File: src/rtl/mvt_pkg.sv
// ----------------------------------------------------------------------------
// mvt_pkg
// Shared types and constants of the matrix-vector transform: item payloads,
// action codes, register indexes and the sequencer states.
// ----------------------------------------------------------------------------
package mvt_pkg;

  localparam int unsigned VAL_W     = 32;
  localparam int unsigned DIM_W     = 3;
  localparam int unsigned RES_MAX   = 4;
  localparam logic [2:0]  COUNT_MAX = 3'd7;

  localparam logic CFG_NUM_COLS = 1'b0;
  localparam logic CFG_NUM_ROWS = 1'b1;

  typedef enum logic [1:0] {
    ACT_LOAD   = 2'd0,
    ACT_SCALE  = 2'd1,
    ACT_VECTOR = 2'd2,
    ACT_NONE   = 2'd3
  } mvt_action_e;

  typedef enum logic [1:0] {
    ST_IDLE,
    ST_ISSUE,
    ST_DRAIN,
    ST_OUT
  } mvt_state_e;

  typedef struct packed {
    logic [1:0]              action;
    logic [1:0]              row;
    logic [1:0]              col;
    logic signed [VAL_W-1:0] value;
    logic                    last;
  } mvt_in_t;

  typedef struct packed {
    logic [1:0]              index;
    logic signed [VAL_W-1:0] value_res;
    logic                    last_res;
  } mvt_out_t;

  typedef struct packed {
    logic in_ready;
    logic issue;
    logic out_load;
    logic vec_clear;
  } mvt_ctrl_t;

endpackage

File: src/rtl/mvt_stream_if.sv
// ----------------------------------------------------------------------------
// mvt_stream_if
// Valid/ready stream channel carrying one payload beat per handshake.
// ----------------------------------------------------------------------------
interface mvt_stream_if #(
  parameter type payload_t = logic
);

  logic     valid;
  logic     ready;
  payload_t payload;

  modport source (
    output valid,
    output payload,
    input  ready
  );

  modport sink (
    input  valid,
    input  payload,
    output ready
  );

endinterface

File: src/rtl/matrix_vector_transform.sv
// ----------------------------------------------------------------------------
// matrix_vector_transform
// Q16.16 matrix held in a synchronous RAM, with entry loads, saturating
// scaling and a streamed matrix-vector product.
// ----------------------------------------------------------------------------
// The input channel in_i takes one beat per item: a load writes one matrix
// entry, a scale multiplies the entries in use by a scalar, and a vector beat
// adds its column's products into the row sums. On a last vector beat, the
// output channel out_o gives one beat per row in use, the final one flagged.
// A vector beat issues one RAM read per row through a read, multiply and
// accumulate pipeline. A scale issues rows times columns entries, one per
// cycle, written back from the end of the same pipeline; the RAM has a single
// read port. After a last vector beat, each result leaves the sequencer one
// per cycle while out_o does not stall. Reset restores the identity matrix
// through per-entry valid bits, clears the row sums and the element count,
// and needs no clearing pass. in_i is ready only between items. A stalled
// out_o holds its beat, and the sequencer waits while the output register is
// full and stalled. The user must write configuration through cfg_we_i only
// while no item is in progress; the block itself does not enforce this.
// ----------------------------------------------------------------------------
module matrix_vector_transform #(
  parameter int unsigned MAX_DIM   = 4,
  parameter int unsigned FRAC_BITS = 16
) (
  input  logic                     clk_i,
  input  logic                     rst_ni,
  input  logic                     cfg_we_i,
  input  logic                     cfg_idx_i,
  input  logic [mvt_pkg::DIM_W-1:0] cfg_wdata_i,
  mvt_stream_if.sink               in_i,
  mvt_stream_if.source             out_o
);

  import mvt_pkg::*;

  localparam int unsigned DEPTH = MAX_DIM * MAX_DIM;
  localparam int unsigned AW    = $clog2(DEPTH);
  localparam logic signed [VAL_W-1:0] ONE  = VAL_W'(64'(1) << FRAC_BITS);
  localparam logic signed [63:0]      HALF = (64'(1) << FRAC_BITS) >> 1;

  function automatic logic signed [63:0] sat_add64(logic signed [63:0] a,
                                                   logic signed [63:0] b);
    logic signed [64:0] s;
    s = {a[63], a} + {b[63], b};
    if (s[64] != s[63]) begin
      return s[64] ? {1'b1, 63'd0} : {1'b0, {63{1'b1}}};
    end
    return s[63:0];
  endfunction

  function automatic logic signed [VAL_W-1:0] to_q(logic signed [63:0] v);
    logic signed [63:0] rv;
    logic signed [63:0] r;
    rv = sat_add64(v, HALF);
    r  = rv >>> FRAC_BITS;
    if (r[63:31] != {33{r[63]}}) begin
      return r[63] ? {1'b1, 31'd0} : {1'b0, {31{1'b1}}};
    end
    return r[31:0];
  endfunction

  mvt_state_e state_q, state_d;
  mvt_ctrl_t  ctrl;

  logic [DIM_W-1:0] num_cols_q, num_rows_q;
  logic [DIM_W-1:0] nc, sr, nr;

  logic [DIM_W-1:0] iss_i_q, iss_i_d, iss_j_q, iss_j_d;
  logic             mode_scale_q, mode_scale_d;
  logic signed [VAL_W-1:0] opnd_q, opnd_d;
  logic [1:0]       col_q, col_d;
  logic             last_q, last_d;
  logic [2:0]       cnt_q, cnt_d;
  logic [1:0]       oidx_q, oidx_d;

  logic [VAL_W-1:0] mem [DEPTH];
  logic [DEPTH-1:0] ent_vld_q;
  logic [VAL_W-1:0] rdata_q;
  logic             ent_vld_rd_q;

  logic             s1_vld_q, s1_diag_q;
  logic [AW-1:0]    s1_addr_q;
  logic [1:0]       s1_row_q;
  logic             s2_vld_q;
  logic [AW-1:0]    s2_addr_q;
  logic [1:0]       s2_row_q;
  logic signed [63:0] prod_q;

  logic signed [63:0] sums_q [RES_MAX];

  logic             out_vld_q;
  mvt_out_t         out_q;

  logic             in_acc, slot_free, pipe_empty, issue_last;
  logic [1:0]       col_sel;
  logic [AW-1:0]    rd_addr, ld_addr, wr_addr;
  logic             ld_ok, wr_en;
  logic [VAL_W-1:0] wr_data;
  logic signed [VAL_W-1:0] s1_data;

  always_comb begin
    nc = (int'(num_cols_q) > MAX_DIM) ? DIM_W'(MAX_DIM) : num_cols_q;
    sr = (int'(num_rows_q) > MAX_DIM) ? DIM_W'(MAX_DIM) : num_rows_q;
    nr = (int'(sr) > RES_MAX) ? DIM_W'(RES_MAX) : sr;
  end

  assign in_acc     = in_i.valid && ctrl.in_ready;
  assign slot_free  = !out_vld_q || out_o.ready;
  assign pipe_empty = !s1_vld_q && !s2_vld_q;
  assign issue_last = mode_scale_q ? (iss_i_q == sr - 3'd1 && iss_j_q == nc - 3'd1)
                                   : (iss_i_q == nr - 3'd1);

  always_comb begin
    state_d = state_q;
    case (state_q)
      ST_IDLE: begin
        if (in_acc) begin
          case (in_i.payload.action)
            ACT_SCALE: begin
              if (sr != '0 && nc != '0) begin
                state_d = ST_ISSUE;
              end
            end
            ACT_VECTOR: begin
              if ({1'b0, in_i.payload.col} < nc && nr != '0) begin
                state_d = ST_ISSUE;
              end else begin
                state_d = ST_DRAIN;
              end
            end
            default: state_d = ST_IDLE;
          endcase
        end
      end
      ST_ISSUE: begin
        if (issue_last) begin
          state_d = ST_DRAIN;
        end
      end
      ST_DRAIN: begin
        if (pipe_empty) begin
          state_d = (!mode_scale_q && last_q && nr != '0) ? ST_OUT : ST_IDLE;
        end
      end
      ST_OUT: begin
        if (slot_free && {1'b0, oidx_q} == nr - 3'd1) begin
          state_d = ST_IDLE;
        end
      end
      default: state_d = ST_IDLE;
    endcase
  end

  always_comb begin
    ctrl = '0;
    case (state_q)
      ST_IDLE:  ctrl.in_ready = 1'b1;
      ST_ISSUE: ctrl.issue = 1'b1;
      ST_DRAIN: ctrl.vec_clear = pipe_empty && !mode_scale_q && last_q && nr == '0;
      ST_OUT: begin
        ctrl.out_load  = slot_free;
        ctrl.vec_clear = slot_free && {1'b0, oidx_q} == nr - 3'd1;
      end
      default: ctrl = '0;
    endcase
  end

  assign in_i.ready = ctrl.in_ready;

  always_comb begin
    iss_i_d      = iss_i_q;
    iss_j_d      = iss_j_q;
    mode_scale_d = mode_scale_q;
    opnd_d       = opnd_q;
    col_d        = col_q;
    last_d       = last_q;
    cnt_d        = cnt_q;
    oidx_d       = oidx_q;
    if (in_acc) begin
      iss_i_d      = '0;
      iss_j_d      = '0;
      oidx_d       = '0;
      mode_scale_d = in_i.payload.action == ACT_SCALE;
      opnd_d       = in_i.payload.value;
      col_d        = in_i.payload.col;
      last_d       = in_i.payload.last;
      if (in_i.payload.action == ACT_VECTOR && cnt_q != COUNT_MAX) begin
        cnt_d = cnt_q + 3'd1;
      end
    end
    if (ctrl.issue) begin
      if (mode_scale_q && iss_j_q != nc - 3'd1) begin
        iss_j_d = iss_j_q + 3'd1;
      end else begin
        iss_j_d = '0;
        iss_i_d = iss_i_q + 3'd1;
      end
    end
    if (ctrl.out_load) begin
      oidx_d = oidx_q + 2'd1;
    end
    if (ctrl.vec_clear) begin
      cnt_d = '0;
    end
  end

  assign col_sel = mode_scale_q ? iss_j_q[1:0] : col_q;
  assign rd_addr = AW'(int'(iss_i_q) * MAX_DIM + int'(mode_scale_q ? iss_j_q : {1'b0, col_q}));
  assign ld_ok   = int'(in_i.payload.row) < MAX_DIM && int'(in_i.payload.col) < MAX_DIM;
  assign ld_addr = AW'(int'(in_i.payload.row) * MAX_DIM + int'(in_i.payload.col));
  assign s1_data = ent_vld_rd_q ? rdata_q : (s1_diag_q ? ONE : '0);

  always_comb begin
    wr_en   = 1'b0;
    wr_addr = s2_addr_q;
    wr_data = to_q(prod_q);
    if (in_acc && in_i.payload.action == ACT_LOAD && ld_ok) begin
      wr_en   = 1'b1;
      wr_addr = ld_addr;
      wr_data = in_i.payload.value;
    end else if (s2_vld_q && mode_scale_q) begin
      wr_en = 1'b1;
    end
  end

  always_ff @(posedge clk_i) begin
    if (wr_en) begin
      mem[wr_addr] <= wr_data;
    end
    rdata_q <= mem[rd_addr];
  end

  always_ff @(posedge clk_i or negedge rst_ni) begin
    if (!rst_ni) begin
      state_q      <= ST_IDLE;
      num_cols_q   <= DIM_W'(4);
      num_rows_q   <= DIM_W'(4);
      ent_vld_q    <= '0;
      ent_vld_rd_q <= 1'b0;
      iss_i_q      <= '0;
      iss_j_q      <= '0;
      mode_scale_q <= 1'b0;
      last_q       <= 1'b0;
      cnt_q        <= '0;
      oidx_q       <= '0;
      s1_vld_q     <= 1'b0;
      s2_vld_q     <= 1'b0;
      out_vld_q    <= 1'b0;
      for (int k = 0; k < RES_MAX; k++) begin
        sums_q[k] <= '0;
      end
    end else begin
      state_q      <= state_d;
      iss_i_q      <= iss_i_d;
      iss_j_q      <= iss_j_d;
      mode_scale_q <= mode_scale_d;
      last_q       <= last_d;
      cnt_q        <= cnt_d;
      oidx_q       <= oidx_d;
      s1_vld_q     <= ctrl.issue;
      s2_vld_q     <= s1_vld_q;
      ent_vld_rd_q <= ent_vld_q[rd_addr];
      if (cfg_we_i) begin
        if (cfg_idx_i == CFG_NUM_COLS) begin
          num_cols_q <= cfg_wdata_i;
        end else begin
          num_rows_q <= cfg_wdata_i;
        end
      end
      if (wr_en) begin
        ent_vld_q[wr_addr] <= 1'b1;
      end
      if (ctrl.vec_clear) begin
        for (int k = 0; k < RES_MAX; k++) begin
          sums_q[k] <= '0;
        end
      end else if (s2_vld_q && !mode_scale_q) begin
        sums_q[s2_row_q] <= sat_add64(sums_q[s2_row_q], prod_q);
      end
      if (ctrl.out_load) begin
        out_vld_q <= 1'b1;
      end else if (out_o.ready) begin
        out_vld_q <= 1'b0;
      end
    end
  end

  always_ff @(posedge clk_i) begin
    opnd_q    <= opnd_d;
    col_q     <= col_d;
    s1_diag_q <= iss_i_q[1:0] == col_sel && iss_i_q[2] == (mode_scale_q && iss_j_q[2]);
    s1_addr_q <= rd_addr;
    s1_row_q  <= iss_i_q[1:0];
    s2_addr_q <= s1_addr_q;
    s2_row_q  <= s1_row_q;
    prod_q    <= s1_data * opnd_q;
    if (ctrl.out_load) begin
      out_q.index     <= oidx_q;
      out_q.value_res <= (cnt_q == nc) ? to_q(sums_q[oidx_q]) : '0;
      out_q.last_res  <= {1'b0, oidx_q} == nr - 3'd1;
    end
  end

  assign out_o.valid   = out_vld_q;
  assign out_o.payload = out_q;

endmodule

File: src/flat_wrapper.sv
// flat-port wrapper written by rule: the top's interface ports become plain ports
module matrix_vector_transform_flat import mvt_pkg::*;
#(
  parameter int unsigned MAX_DIM   = 4,
  parameter int unsigned FRAC_BITS = 16
)
  (clk_i, rst_ni, cfg_we_i, cfg_idx_i, cfg_wdata_i, in_i_valid, in_i_payload, in_i_ready, out_o_valid, out_o_payload, out_o_ready);
  mvt_stream_if #(.payload_t(mvt_in_t)) in_i_i ();
  mvt_stream_if #(.payload_t(mvt_out_t)) out_o_i ();
  input  logic clk_i;
  input  logic rst_ni;
  input  logic cfg_we_i;
  input  logic cfg_idx_i;
  input  logic [mvt_pkg::DIM_W-1:0] cfg_wdata_i;
  input wire logic [$bits(in_i_i.valid)-1:0] in_i_valid;
  input wire logic [$bits(in_i_i.payload)-1:0] in_i_payload;
  output wire logic [$bits(in_i_i.ready)-1:0] in_i_ready;
  output wire logic [$bits(out_o_i.valid)-1:0] out_o_valid;
  output wire logic [$bits(out_o_i.payload)-1:0] out_o_payload;
  input wire logic [$bits(out_o_i.ready)-1:0] out_o_ready;
  assign in_i_i.valid = in_i_valid;
  assign in_i_i.payload = in_i_payload;
  assign in_i_ready = in_i_i.ready;
  assign out_o_valid = out_o_i.valid;
  assign out_o_payload = out_o_i.payload;
  assign out_o_i.ready = out_o_ready;
  matrix_vector_transform #(.MAX_DIM(MAX_DIM), .FRAC_BITS(FRAC_BITS)) u_core (.clk_i(clk_i), .rst_ni(rst_ni), .cfg_we_i(cfg_we_i), .cfg_idx_i(cfg_idx_i), .cfg_wdata_i(cfg_wdata_i), .in_i(in_i_i), .out_o(out_o_i));
endmodule
File: config.mk
export PLATFORM = sky130hd
export DESIGN_NAME = matrix_vector_transform_flat
export DESIGN_NICKNAME = d
export VERILOG_FILES = /design/src/rtl/mvt_pkg.sv /design/src/rtl/mvt_stream_if.sv /design/src/rtl/matrix_vector_transform.sv /design/src/flat_wrapper.sv
export SDC_FILE = /design/constraint.sdc
export NUM_CORES = 2
export LEC_CHECK = 0
export ABC_CLOCK_PERIOD_IN_PS = 15440
export BUFFER_PORTS_ARGS = -buffer_cell sky130_fd_sc_hd__buf_2
export CAP_MARGIN = 20
export CORE_ASPECT_RATIO = 1.75
export CORE_MARGIN = 8
export CORE_UTILIZATION = 70
export CTS_BUF_LIST = sky130_fd_sc_hd__clkbuf_8
export CTS_CLUSTER_DIAMETER = 80
export DETAILED_ROUTE_END_ITERATION = 16
export PLACE_DENSITY = 0.87
export SLEW_MARGIN = 20
export SYNTH_ARGS = -nofsm -noshare
export SYNTH_HDL_FRONTEND = slang
export SYNTH_SLANG_ARGS = --single-unit
File: constraint.sdc
create_clock -name clk_i -period 15.44 [get_ports clk_i]
set_input_delay 0.772 -clock clk_i [delete_from_list [all_inputs] [get_ports clk_i]]
set_output_delay 0.772 -clock clk_i [all_outputs]
set_load 0.01 [all_outputs]
Yosys cells after proc, flatten, opt, wreduce, memory -nomap -nowiden
Memories as Yosys holds them, arrays and structs flattened. A register that Yosys moved wholly into a read port is not among the register bits.
Cells that the tools add are included.
{ "totals": {"ff_bits": 443, "ram_bits": 512, "inputBits": 48, "output_inout_bits": 37, "memories": 1} }
{ "mem_list": {"columns": ["memory", "words", "width", "rd", "rd_ports_with_merged_regs", "wr", "line_no", "source"], "rows": [
  ["u_core.mem", 16, 32, 1, 1, 1, "matrix_vector_transform.sv:76", "logic [VAL_W-1:0] mem [DEPTH];"]
]} }
{ "op_classes": {"n_addsub": 12, "multipliers": 1, "n_lt_le_gt_ge": 10, "n_eq_ne": 24, "mux": 82, "bitwise_logic": 4, "n_reduce_logical": 41} }
{ "op_table": {"columns": ["op", "count"], "rows": [
  ["$mux 64", 17],
  ["$mux 256", 2],
  ["$bmux 64 s2", 2],
  ["$bwmux 256", 1],
  ["$mux 32", 8],
  ["$add 64x17->65 const B", 2],
  ["$demux 64 s2", 1],
  ["$add 64x64->65", 1],
  ["$mul 32x32->64", 1],
  ["$mux 3", 13],
  ["$ne 16x16->1", 2],
  ["$mux 1", 21],
  ["$logic_and 1x1->1", 20],
  ["$mux 2", 10],
  ["$mux 17", 1],
  ["$or 16x16->16", 1],
  ["$eq 3x3->1", 4],
  ["$reduce_bool 2->1", 6],
  ["$lt 4x5->1 const B", 2],
  ["$add 3x1->3 const B", 3],
  ["$gt 3x3->1 const B", 3],
  ["$reduce_bool 3->1", 3],
  ["$sub 3x1->3 const B", 3],
  ["$ne 2x1->1 const B", 4],
  ["30 further kinds", 43]
]} }

Longest topological paths before layout
{ "logic_depth": {"ltp_word": 15, "ltp_mapped": 33} }

Worst setup path after synthesis
OpenSTA, ideal clock, no wires.
{ "synth_timing": {"path_kind": "register -> register", "startpoint": "reg u_core.ent_vld_rd_q", "endpoint": "reg u_core.prod_q[63]", "setup_ns": 0.121, "arrival_ns": 8.306, "required_ns": 15.319, "setup_slack_ns": 7.013, "stages_incl_launch_ff": 30, "cell_sequence": "dfrtp_1 > clkbuf_1 > clkbuf_1 > clkbuf_1 > clkbuf_1 > and3_1 > fa_1 > fa_1 > fa_1 > inv_1 > fa_1 > inv_1 > fa_1 > inv_1 > fa_1 > fa_1 > fa_1 > inv_1 > ha_1 > clkbuf_1 > and4_1 > or3b_2 > nor3_1 > o21ai_0 > o21ai_0 > a21oi_1 > a21oi_1 > a211o_1 > a21oi_1 > xnor2_1"} }
{ "synth_via": {"elab_chain_cells": 2} }
{ "synth_lines": {"columns": ["element", "line_no", "source"], "rows": [
  ["start, declared", "matrix_vector_transform.sv:79", "logic ent_vld_rd_q;"],
  ["start signal, assigned", "matrix_vector_transform.sv:262", "ent_vld_rd_q <= ent_vld_q[rd_addr];"],
  ["$mux 32", "matrix_vector_transform.sv:211", "assign s1_data = ent_vld_rd_q ? rdata_q : (s1_diag_q ? ONE : '0);"],
  ["$mul 32x32->64", "matrix_vector_transform.sv:296", "prod_q <= s1_data * opnd_q;"],
  ["end signal, assigned", "matrix_vector_transform.sv:296", null],
  ["end, declared", "matrix_vector_transform.sv:87", "logic signed [63:0] prod_q;"]
]} }
Every way passes these cells.
A chain may end at the register's enable or synchronous reset.

Worst setup path after layout
{ "layout_timing": {"startpoint": "reg u_core.ent_vld_rd_q", "endpoint": "reg u_core.prod_q[57]"} }
Same word-level chain as after synthesis.

==> results by group <==
Run status
  • Status: completed

Worst hold path
  • Worst hold path depth: 1
  • Worst hold path type: in -> reg
  • Critical hold path startpoint: in_i_payload[5]
  • Worst Hold End: u_core.opnd_q[4]

Clocking
  • Clock Tree Buf Depth: 3
  • H-tree depth: 4
  • Clock sinks: 987
  • Setup bufs post-CTS: 0
  • CTS hold repair buffers: 0
  • Clk Latency, worst-skew pair: 0.86 ns
  • Post-CTS Resized: 0
  • TritonCTS clock tree: done
  • CTS clk-pin slew, worst paths: 0.07 ns
  • Root Buffer: clkbuf_8
  • TritonCTS Buffers: 132

Global route
  • Largest net degree at the start of global routing: 191
  • Initial antenna violation count: 14
  • GRT Util Overall: 40.0%
  • Vias in the first global route: 67500
  • First-pass GRT wire length: 389000 microns
  • Congestion Overflow GR: 0

Detailed routing
  • Met3 WL post-DR: 27100 microns
  • Met2 WL: 123000 microns
  • Vias per std cell: 6.79
  • Drt pass-1 iters: 6
  • ANT nets after route: 0
  • Drt drc: 0
  • Highest routed metal layer: met5
  • Via Count: 63100
  • Routed metal-1 wire length: 78100 microns
  • Final WL: 256000 microns
  • Initial DRC count: 7260
  • WL/cell: 27.6 microns

Worst setup path
  • WP buf/inv: 8
  • Worst Path Required: 16.13 ns
  • Slowest CP cell: dfrtp_4
  • R2R Path End: u_core.prod_q[57]
  • R2R setup slack: 4.95 ns
  • Setup CP Type: reg -> reg
  • Crit end category: register
  • CP delay by family, top: adder cells
  • Worst Setup Start Kind: register
  • Worst path max stage delay: 0.98 ns
  • Worst reg2reg path depth: 29
  • Critical path peak fanout: 111
  • CP arrival: 11.18 ns
  • Reg-to-reg startpoint: u_core.ent_vld_rd_q
  • CP dominant cell by count: fa_1

STA
  • Setup tns final: 0 ns
  • Hold Vio Cnt, Final: 0
  • Final Setup Violations: 0
  • Fmax: 0.0953 GHz
  • Clock Skews: 0.0609 ns
  • Post-layout min period: 10.49 ns
  • Final period util: 67.9%
  • Max Transition Viols Final: 0
  • Actual slew at the worst max-slew pin: 1.28 ns
  • Max_slew headroom: 14.5%
  • RSZ-0062 raised after global routing: false

Die
  • I/O Pins: 85
  • Die Y: 471 microns
  • Die area: 0.130 sq mm
  • Core area: 0.118 sq mm
  • Chip width: 276 microns
  • FP Rows: 167
  • Initial Utilization: 70.2%

Finish
  • Area of the multi-input gates: 0.0499 sq mm
  • Register Area: 0.0271 sq mm
  • Layout area overhead: 5.10%
  • Nets: 9042
  • Fillers: 7829
  • Layout cell share with drive strength beyond 1: 8.65%

Synth
  • Top cell type's share of synthesized area: 26.2%
  • Seq/Total Area, Yosys: 32.7%
  • Post-synth top area cell: fa_1
  • EDFF count, synth: 581
  • Asr flop ratio synth: 30.1%
  • Cell Area, Synth: 0.0827 sq mm
  • Synth Register Bits: 987
  • Synthesized Nets: 9219
  • Synth Flop Type: edfxtp_1
  • Synth Instances: 7819
  • Netlist cell types: 92
  • Yosys warns: 0
  • Synthesized area per cell: 10.6 sq um
  • Largest cells by area after synthesis: fa_1 26%, edfxtp_1 21%, dfrtp_1 8.9%, nand2_1 5.8%, and3_1 4.8%

Job
  • Maximum capacitance violations: 0

Placement
  • DP HPWL: 183000 microns
  • IO buf count: 84
  • GP Congestion: 1.01
[layout by cell type (no fill, tap or decap), types with 181 or more instances in the layout]
cell and count:
fa_1 1082, a221o_1 186, dfrtp_1 292, edfxtp_1 581
nor2_1 183, and3_1 631, inv_1 1081, a21oi_1 181
ha_1 268, nand2_1 1277
[registers in the layout, indices dropped and copies added (netlist names), 4 cells and up]
| signal | count |
|---|---|
| u_core.out_o.payload | 35 |
| u_core.s2_addr_q | 4 |
| u_core.prod_q | 64 |
| u_core.s1_addr_q | 4 |
| u_core.sums_q | 256 |
| u_core.rdata_q | 32 |
| u_core.opnd_q | 32 |
| u_core.mem | 512 |
| u_core.ent_vld_q | 16 |
[stage by stage]
step	setup slack, ns	std cells	hold WS (ns)	instance area (sq um)	utilization (%)
finish	4.95	9283	0.143	86900	73.8
global route	4.59	9272	0.136	86900	73.8
global placement	5.35	9026	0.313	84100	71.4
floorplan	7.01	7819	0.310	82700	-
CTS	5.12	9267	0.0985	86800	73.7
detailed placement	5.18	9026	0.314	84200	71.4
[worst reg2reg max path, delay by kind of cell, from the launching register on]
family	cells	cell delay (ns)
adders and majority gates	9	4.35
and+or+nand+nor	7	2.70
buffers and inverters	8	1.14
AOI/OAI and AO/OA	4	1.10
DFF	1	0.98
xor gates and xnor gates	1	0.11
[area by class of cell]
class | instances | area share [%]
sequential | 987 | 31.1
tap | 1521 | 2.19
multi-input combinational | 5258 | 57.3
clock inverter | 93 | 0.704
antenna | 13 | 0.0374
inverter | 1048 | 4.53
clock buffer | 148 | 2.34
timing repair buffer | 215 | 1.71
[worst max-delay path by stage]
| stage | from | cells after the start | slack [ns] | to |
|---|---|---|---|---|
| 3_3_place_gp | u_core.ent_vld_rd_q | 27 | 5.35 | u_core.prod_q[63] |
| 5_1_grt | u_core.ent_vld_rd_q | 29 | 4.59 | u_core.prod_q[57] |
| 3_5_place_dp | u_core.ent_vld_rd_q | 29 | 5.18 | u_core.prod_q[57] |
| 4_1_cts | u_core.ent_vld_rd_q | 29 | 5.12 | u_core.prod_q[57] |
| 2_1_floorplan | u_core.ent_vld_rd_q | 29 | 7.01 | u_core.prod_q[63] |
| 6_report | u_core.ent_vld_rd_q | 29 | 4.95 | u_core.prod_q[57] |
[synthesized netlist by cell type (all sizes together), types with 6 or more instances]
library cell     n
a211oi          13
a21o            70
a21oi          195
a221o          186
a22o             6
a31oi          162
and2            84
and3           631
and4            22
buf             92
clkbuf         434
dfrtp          295
dfxtp          109
edfxtp         581
fa            1083
ha             269
inv           1048
mux2             8
mux2i           13
mux4           146
nand2         1278
nand2b          24
nand3           66
nand4           56
nor2           200
nor2b           18
nor3            45
nor3b            9
nor4            14
o211ai           6
o21a            18
o21ai          182
o21bai          44
o22ai           66
o31ai            6
or2             27
or3              8
xnor2          137
xor2            77
[cells by family after synthesis]
family / share of synthesized area, %
AOI/OAI and AO/OA: 8.54
DFF: 32.7
buffers and inverters: 7.42
adders and majority gates: 30.3
muxes: 4.24
xor gates and xnor gates: 2.27
and+or+nand+nor: 14.5
[per-layer routing]
metal,global-route usage [%],vias to the layer above
met1,43.9,31300
met2,64.5,4446
li1,-,25800
met4,35.2,2
met5,0,-
met3,9.59,1487
Power is not shown: default switching activity piles up to over one toggle a cycle in this logic, so the estimate is an artifact.
